==> config.mk <==
export PLATFORM = sky130hd
export DESIGN_NAME = lzwp_ram
export DESIGN_NICKNAME = d
export VERILOG_FILES = /design/src/hw/rtl/lzwp_ram.sv
export SDC_FILE = /design/constraint.sdc
export NUM_CORES = 2
export LEC_CHECK = 0
export BUFFER_PORTS_ARGS = -buffer_cell sky130_fd_sc_hd__clkbuf_2
export CORE_MARGIN = 2
export CORE_UTILIZATION = 50
export CTS_CLUSTER_SIZE = 20
export DETAILED_ROUTE_END_ITERATION = 16
export GPL_TIMING_DRIVEN = 0
export HOLD_SLACK_MARGIN = 0.12
export PLACE_DENSITY = 0.65
export SLEW_MARGIN = 5
export SYNTH_ARGS = -nofsm -noshare
export SYNTH_HDL_FRONTEND = slang
export SYNTH_SLANG_ARGS = --single-unit
==> constraint.sdc <==
create_clock -name clk -period 2.4 [get_ports clk]
set_input_delay 0.48 -clock clk [delete_from_list [all_inputs] [get_ports clk]]
set_output_delay 0.48 -clock clk [all_outputs]
set_load 0.02 [all_outputs]
==> src/hw/rtl/lzwp_ram.sv <==
// Generic single-write, single-read synchronous RAM with a registered read.
// Depends on nothing.
module lzwp_ram #(
  parameter int WIDTH = 8,
  parameter int DEPTH = 256
) (
  input  logic                     clk,
  input  logic                     we,
  input  logic [$clog2(DEPTH)-1:0] waddr,
  input  logic [WIDTH-1:0]         wdata,
  input  logic [$clog2(DEPTH)-1:0] raddr,
  output logic [WIDTH-1:0]         rdata
);

  logic [WIDTH-1:0] mem [DEPTH];

  always_ff @(posedge clk) begin
    if (we) begin
      mem[waddr] <= wdata;
    end
    rdata <= mem[raddr];
  end

endmodule

==> metrics.yaml <==
start_kind: "input pin"
drt-initial-drc-count: 6594
synth_xor_area_share_pct: 0
die_area_um2: 162000
r2r_end: "rdata[2]"
synth-simple-area-share_pct: 2.63
power_mw: 74.6
synth_fa_ha_area_share_pct: 0
synth_top_family_by_area: "multiplexers"
crit_arrival_ns: 3.04
worst-path-max-fanout: 10
worst_pin_slew_ns: 1.35
via_per_inst: 6.71
hp-start: "wdata[0]"
fmax_mhz: 388
rsz0062_at_grt: "true"
hpwl_um: 158000
p_leak_nw: 28.4
core_um2: 158000
timing.rr.start: "mem[100][2]"
clock_latency_ns: 0.86
cts_buffers: 199
vdd_ir_drop_max_v: 0.000754
yosysWarnings: 0
die_h_um: 403
ys_dominant_reg_cell: "edfxtp_1"
tritoncts: "built"
placed_cells: 5849
std_cell_rows: 146
grt_pass1_wl_um: 324000
clock_skew_ns: 0.0260
reg2regPathDepth: 6
area_growth_pct: 16.3
drcViolationCount: 0
holdPathEnd: "mem[255][0]"
min_delay_path_depth: 1
ys_seq_area_share_pct: 77.5
synth_cell_type_count: 55
ios: 34
grt_pass1_vias: 40100
cp.required_ns: 2.87
syn_nets: 3759
power.density_nw_per_um2: 806
grt_max_degree: 149
hold_path_class: "input pin to register"
drtPass1Iterations: 5
relSlewSlack_pct: 10.2
drive_gt1_share_pct: 31.8
synth_compound_area_share_pct: 3.42
muxShareOfSynthArea_pct: 14.6
placement.io_buffers: 26
netlist_area_um2: 79600
ys_ff_latch: 2056
layout_common_cells: "2,048 x edfxtp_1, 454 x mux4_2, 207 x clkbuf_16"
via_count: 42100
wl_per_cell_um: 37.9
setup_ws_ns: -0.177
postRouteAntennaNets: 0
synth_edf_count: 2048
finalSetupViolations: 325
async_flop_share_pct: 0
period_needed_ns: 2.58
status: "finished, violations left"
wirelength_um: 238000
antenna_found_initial: 15
root_buffer: "clkbuf_16"
violations: "setup timing"
hold_viol_final: 0
avgSynthCellArea_um2: 21.3
final_nets: 4056
chipWidth_um: 403
fin_cells: 6276
synthCells: 3733
worstSetupEndpointType: "register"
grt_usage_pct: 29.3
utilization_pct: 58.5
cap_violations: 0
reg2reg_slack_ns: -0.04
cts.clk_slew.worst_paths_ns: 0.06
final_common_cell: "edfxtp_1"
overflow: 0
clock-sinks: 2056
cts.path.max_buffers: 3
htree_levels: 4
initial_core_util_pct: 50.3
gp_congestion: 0.995
crit_type: "input pin to register"
fin_crit_sh_pct: 107
drv_slew: 0
==> synth_stat cells, drive strengths merged, types with 2 or more instances <==
master / number / area share [%]
a2111oi: 5 / 0.066
a211oi: 16 / 0.15
a21oi: 96 / 0.60
a221oi: 14 / 0.16
a22o: 8 / 0.088
a22oi: 133 / 1.3
a311oi: 2 / 0.022
a31oi: 2 / 0.016
and2: 6 / 0.047
and3b: 2 / 0.022
buf: 122 / 1.3
clkbuf: 111 / 0.52
dfxtp: 8 / 0.20
edfxtp: 2048 / 77
mux2i: 134 / 1.7
mux4: 456 / 13
nand2: 33 / 0.16
nand2b: 8 / 0.063
nand3: 34 / 0.21
nand3b: 2 / 0.019
nand4: 10 / 0.079
nor2: 282 / 1.3
nor2b: 31 / 0.24
nor3: 22 / 0.14
nor4: 27 / 0.24
o211ai: 10 / 0.094
o21ai: 12 / 0.075
o221ai: 47 / 0.53
o22a: 5 / 0.055
o22ai: 28 / 0.22
o32ai: 5 / 0.064
or2: 4 / 0.031
==> metrics by stage <==
| step | cell area, um^2 | hold slack (ns) | worst slack (ns) | TNS [ns] |
|---|---|---|---|---|
| floorplan | 79600 | 0.579 | 0.000414 | 0 |
| global placement | 82300 | 0.900 | -3.10 | -8020.49 |
| detailed placement | 82900 | 0.898 | -2.66 | -2319.43 |
| CTS | 91600 | 0.133 | -0.169 | -0.662 |
| global route | 92500 | 0.169 | -0.0789 | -0.186 |
| finish | 92500 | 0.158 | -0.177 | -16.49 |
==> per-layer routing <==
metal	routed length (um)	GRT usage, %	vias to the layer above
li1	-	-	16400
met1	87700	41.1	22200
met2	107000	43.0	3060
met3	32600	9.28	484
met4	10900	12.3	6
met5	70	0	-
==> state kept, by name, indices dropped and copies added (netlist names) <==
name,count
rdata,8
mem,2048
==> report_power, final <==
group          internal (mW)  leakage, nW  switching (mW)  total, mW
clock network           16.5         3.00            13.6       30.1
logic                   1.61         6.93            3.25       4.86
registers               39.6         18.5          0.0261       39.6
total                   57.7         28.4            16.8       74.6
==> cells by family after synthesis <==
family | count (synthesis)
buffers and inverters | 235
multiplexers | 591
flip-flops | 2056
AND/OR/NAND/NOR | 466
AO/OA/AOI/OAI | 385
==> repair_timing <==
action	CTS	global route
gates resized for setup	650	165
pin swaps	35	26
setup endpoints to repair	1420	599
hold buffers	1	0
endpoints found under the hold margin	27	0
buffers inserted	27	28
gates cloned	0	1
==> cell type report <==
class                      count  area [um^2]
inverter                       2         8.76
clock inverter               100          778
multi-input combinational   1442        18500
tap                         2072         2590
sequential                  2056        61700
buffer                       228         2420
fill                       11300        65700
timing repair buffer         101         1100
clock buffer                 266         5400
antenna                        9         22.5
==> worst max-delay path, cell delays in order <==
cell and delay, ns:
clkbuf_2 0.23, nand4_1 0.70, clkbuf_1 0.67, nor2_1 0.92
==> worst max-delay path by stage <==
stage	start	depth (start not counted)	to
floorplan	raddr[0]	7	rdata[2]
global placement	raddr[1]	9	rdata[4]
detailed placement	raddr[1]	9	rdata[4]
CTS	raddr[1]	9	rdata[4]
global route	raddr[3]	10	rdata[4]
finish	waddr[7]	4	mem[245][7]
(Power assumes the default switching activity.)
