`src/hw/rtl/lzwp_pkg.sv`:
```
// Shared types, constants and helpers for the pruning LZW encoder.
// No dependencies; the other files that use it refer to this package by scoped names.
package lzwp_pkg;

  localparam int DICT_DEPTH = 4096;
  localparam int ROOT_COUNT = 256;
  localparam int CODE_W     = 12;
  localparam int CNT_W      = 13;
  localparam int ADDR_W     = 12;
  localparam int PADDR_W    = 3;

  localparam logic [CNT_W-1:0] EMPTY_CODE = 13'h1FFF;
  localparam logic [CNT_W-1:0] ROOTS      = 13'd256;
  localparam logic [3:0]       WIDTH_MIN  = 4'd9;
  localparam logic [3:0]       WIDTH_MAX  = 4'd12;
  localparam logic [3:0]       MAX_BITS_RST = 4'd12;

  // register index taken from paddr[2]
  localparam logic REG_MAX_BITS = 1'b0;
  localparam logic REG_PRUNE    = 1'b1;

  typedef struct packed {
    logic       action;
    logic [7:0] data_byte;
  } in_t;

  typedef struct packed {
    logic [11:0] code;
    logic [3:0]  code_width;
    logic        final_code;
  } out_t;

  typedef struct packed {
    logic [CODE_W-1:0] prefix;
    logic [7:0]        byte_val;
  } entry_t;

  typedef struct packed {
    logic              used;
    logic [CODE_W-1:0] new_code;
  } prune_t;

  typedef struct packed {
    logic [3:0] max_bits;
    logic       prune_en;
  } cfg_t;

  typedef enum logic [3:0] {
    S_IDLE,
    S_START,
    S_SCAN,
    S_MISS,
    S_CLR,
    S_MARK,
    S_CRD,
    S_CCHK,
    S_CWR,
    S_POST
  } state_t;

  function automatic logic [3:0] eff_bits(input logic [3:0] b);
    logic [3:0] r;
    r = b;
    if (b < WIDTH_MIN) r = WIDTH_MIN;
    if (b > WIDTH_MAX) r = WIDTH_MAX;
    return r;
  endfunction

  function automatic logic [CNT_W-1:0] capacity(input logic [3:0] b);
    return CNT_W'(1) << eff_bits(b);
  endfunction

endpackage

```
`src/hw/rtl/lzwp_cfg.sv`:
```
// APB-style register file: max_bits and prune_enable.
// Depends on lzwp_pkg.
module lzwp_cfg (
  input  logic                        clk,
  input  logic                        rst_n,
  input  logic                        psel,
  input  logic                        penable,
  input  logic                        pwrite,
  input  logic [lzwp_pkg::PADDR_W-1:0] paddr,
  input  logic [31:0]                 pwdata,
  output logic [31:0]                 prdata,
  output logic                        pready,
  output lzwp_pkg::cfg_t              cfg
);

  lzwp_pkg::cfg_t cfg_r, cfg_nxt;

  assign pready = 1'b1;
  assign cfg    = cfg_r;

  always_comb begin
    cfg_nxt = cfg_r;
    if (psel && penable && pwrite) begin
      unique case (paddr[2])
        lzwp_pkg::REG_MAX_BITS: cfg_nxt.max_bits = pwdata[3:0];
        lzwp_pkg::REG_PRUNE:    cfg_nxt.prune_en = pwdata[0];
        default:                cfg_nxt = cfg_r;
      endcase
    end
  end

  always_comb begin
    unique case (paddr[2])
      lzwp_pkg::REG_MAX_BITS: prdata = {28'd0, cfg_r.max_bits};
      lzwp_pkg::REG_PRUNE:    prdata = {31'd0, cfg_r.prune_en};
      default:                prdata = 32'd0;
    endcase
  end

  always_ff @(posedge clk) begin
    if (!rst_n) begin
      cfg_r.max_bits <= lzwp_pkg::MAX_BITS_RST;
      cfg_r.prune_en <= 1'b0;
    end else begin
      cfg_r <= cfg_nxt;
    end
  end

endmodule

```
`config.mk`:
```
export PLATFORM = sky130hd
export DESIGN_NAME = lzwp_cfg
export DESIGN_NICKNAME = d
export VERILOG_FILES = /design/src/hw/rtl/lzwp_pkg.sv /design/src/hw/rtl/lzwp_cfg.sv
export SDC_FILE = /design/constraint.sdc
export NUM_CORES = 1
export LEC_CHECK = 0
export BUFFER_PORTS_ARGS = -buffer_cell sky130_fd_sc_hd__buf_2
export CORE_MARGIN = 2
export CORE_UTILIZATION = 25
export CTS_BUF_LIST = sky130_fd_sc_hd__clkbuf_16
export CTS_CLUSTER_SIZE = 20
export DETAILED_ROUTE_END_ITERATION = 16
export MAX_ROUTING_LAYER = met4
export PLACE_DENSITY_LB_ADDON = 0.12
export RECOVER_POWER = 25
export SLEW_MARGIN = 25
export SYNTH_ARGS = -nofsm -noshare
export SYNTH_HDL_FRONTEND = slang
export SYNTH_SLANG_ARGS = --single-unit
```
`constraint.sdc`:
```
create_clock -name clk -period 0.8 [get_ports clk]
set_input_delay 0.04 -clock clk [delete_from_list [all_inputs] [get_ports clk]]
set_output_delay 0.04 -clock clk [all_outputs]
set_load 0.02 [all_outputs]
```
==> reports/metrics.yaml <==
global_routing:
  gr-total-overflow: 0
  grt_use_total: 0.0742
  antenna_found_initial: 0
  grt_max_degree: 10
  grt_pass1_wl_um: 1060
  grt_pass1_vias: 248
place:
  dpl-instance-area_sq_um: 500
  hpwl_um: 653
  io_buffers: 18
  gp_congestion: 0.678
  dp_slack_ns: 0.00710
  placedCellCount: 100
logic_synthesis:
  ys_seq_elements: 5
  syn_avg_cell_area_sq_um: 8.41
  netlist_instances: 58
  synth_top_cells_by_area: "buf_4, dfxtp_1, mux2i_1"
  synth_top_area_share: 0.446
  synth_edf_count: 0
  mappedNetlistArea_sq_um: 488
  synth_cell_types: 12
  async_flop_share: 0
  synth.most_common_cell: "buf_4"
  ys.flop_type: "dfxtp_1"
  ys_warn_count: 0
  synth_area_leader_cell: "buf_4"
  seq_area_frac_synth: 0.205
  synth_common_cells: "buf_4, dfxtp_1, mux2i_1, nand2_1, nor2b_1"
floorplan:
  num_rows: 15
  core_sq_um: 1780
  die_area_sq_um: 2320
  pin_count: 78
  die-height_um: 48.2
  die-width_um: 48.2
  start_util: 0.274
drt:
  avgRoutedWirePerCell_um: 7.46
  first_iter_violations: 0
  drtPass1Iterations: 1
  routed_via_density: 3.36
  drc: 0
  ant_nets: 0
  vias: 370
  routed_wl_um: 821
finish:
  final_nets: 126
  area_growth_pct: 39.5
  diodes: 0
  fillCellCount: 195
  stdcell_count: 110
  drive_above_1_share: 0.447
  stdcell_area_sq_um: 681
  largest_reg_flops: 5
  utilization: 0.382
setup_path:
  rr_startpoint: "cfg[2]$_SDFFE_PN0P_"
  end_kind: "output port"
  cp-start-kind: "flop"
  critPathKind: "reg -> out"
  critPathArrivalTime_ns: 0.93
  crit_path_max_fanout: 2
  cp.required_ns: 0.76
  crit_chain: "mux2_4 > buf_6"
  critPathSlowestCell: "dfxtp_2"
  startpoint: "cfg[1]$_SDFFE_PN0P_"
  critPathMaxStageDelay_ns: 0.31
pwr:
  clkPwrFrac: 0.613
  leakagePower_nw: 0.365
  peakVddDrop_uv: 1790
  p_sw_frac: 0.255
  power_frac_seq: 0.198
  internal_power_w: 0.000978
  p_sw_w: 0.000335
  p_comb_frac: 0.189
  p_per_area_nw_per_um2: 1930
timing:
  rsz0062_at_grt: "yes"
  fin_ws_ns: -0.171
  layout_worst_path_cycle_share: 1.21
  slew_viol_final: 0
  max_freq_ghz: 1.03
  finalSetupViolations: 6
  fin_crit_ns: 0.971
  fin_skew_ns: 0
  final-hold-violation-count: 0
clock_network:
  cts-root-buf: "clkbuf_16"
  cts_tree: "done"
  clk_transition_reported_paths_ns: 0.03
  h-tree-depth: 1
  numClockSinks: 5
  cts_buffers: 3
  clockBufferDepth: 2
  clk_latency_ns: 0.22
min_path:
  hp-start: "pwdata[1]"
  min_path_type: "in -> reg"
outcome:
  violations: "setup timing"
  status: "finished with violations"
flow_run:
  max-cap-violations: 0
[cells by family (layout without fill, tap and decap cells)]
group	count (synthesis)	after routing	synth area share
multiplexers	6	6	0.126
flip-flops	5	5	0.205
AND/OR/NAND/NOR	14	14	0.177
buffers and inverters	31	31	0.477
other	2	29	0.0154
[power groups by stage]
stage | sequential [W] | combinational, W | clock [W]
after floorplan | 0.000270 | 0.000273 | 0
after global placement | 0.000264 | 0.000219 | 0
after detailed placement | 0.000264 | 0.000220 | 0
after CTS | 0.000261 | 0.000245 | 0.000815
after global routing | 0.000261 | 0.000271 | 0.000854
final | 0.000260 | 0.000248 | 0.000805
[cell type report]
cell class	count	area [sq um]	area share
clock buffers	3	75.1	0.110
clock inverters	1	3.75	0.00551
multi-input cells	49	260	0.382
flip-flops and latches	5	105	0.154
well taps	25	31.3	0.0460
repair buffers	27	205	0.301
[routing by layer]
metal,vias to the layer above,track usage,share of wire
met5,-,-,0
met3,0,0.0667,0.11
met2,30,0.118,0.50
met4,0,0,0
li1,177,-,-
met1,163,0.0717,0.39
[per-stage QoR]
stage,power [W],hold WS (ns),setup TNS (ns)
finish,0.00131,0.0621,-0.481
global route,0.00139,0.0594,-0.643
CTS,0.00132,0.0641,-0.502
detailed placement,0.000484,0.306,0
global placement,0.000483,0.296,-0.00316
floorplan,0.000543,0.182,0
[what timing repair did]
item / CTS / global route
setup buffers: 4 / 2
endpoints found under the setup margin: 4 / 7
resized for setup: 21 / 0
hold buffers: 0 / 0
[cells in the final DEF, fill, tap and decap left out]
cell type	n
conb_1	29
buf_2	11
buf_6	8
buf_4	8
nand2_1	5
mux2i_1	5
nor2b_1	4
dfxtp_2	4
and2b_2	3
clkbuf_16	3
mux2_4	1
nand4_1	1
and4b_1	1
dfxtp_1	1
inv_1	1
[worst paths after layout]
check / endpoint / slack (ns) / cells past startpoint
worst max-delay path: prdata[0] / -0.17 / 2
worst min-delay path: cfg[2]$_SDFFE_PN0P_ / 0.06 / 3
worst min register to register: cfg[1]$_SDFFE_PN0P_ / 0.58 / 3
worst max register to register: cfg[2]$_SDFFE_PN0P_ / 0.05 / 4
[worst max-delay path: cells and delay by family (launching register included)]
kind,cells,cell delay (ns)
buf+inv,1,0.13
flops,1,0.31
mux,1,0.27
(Power assumes the default switching activity.)
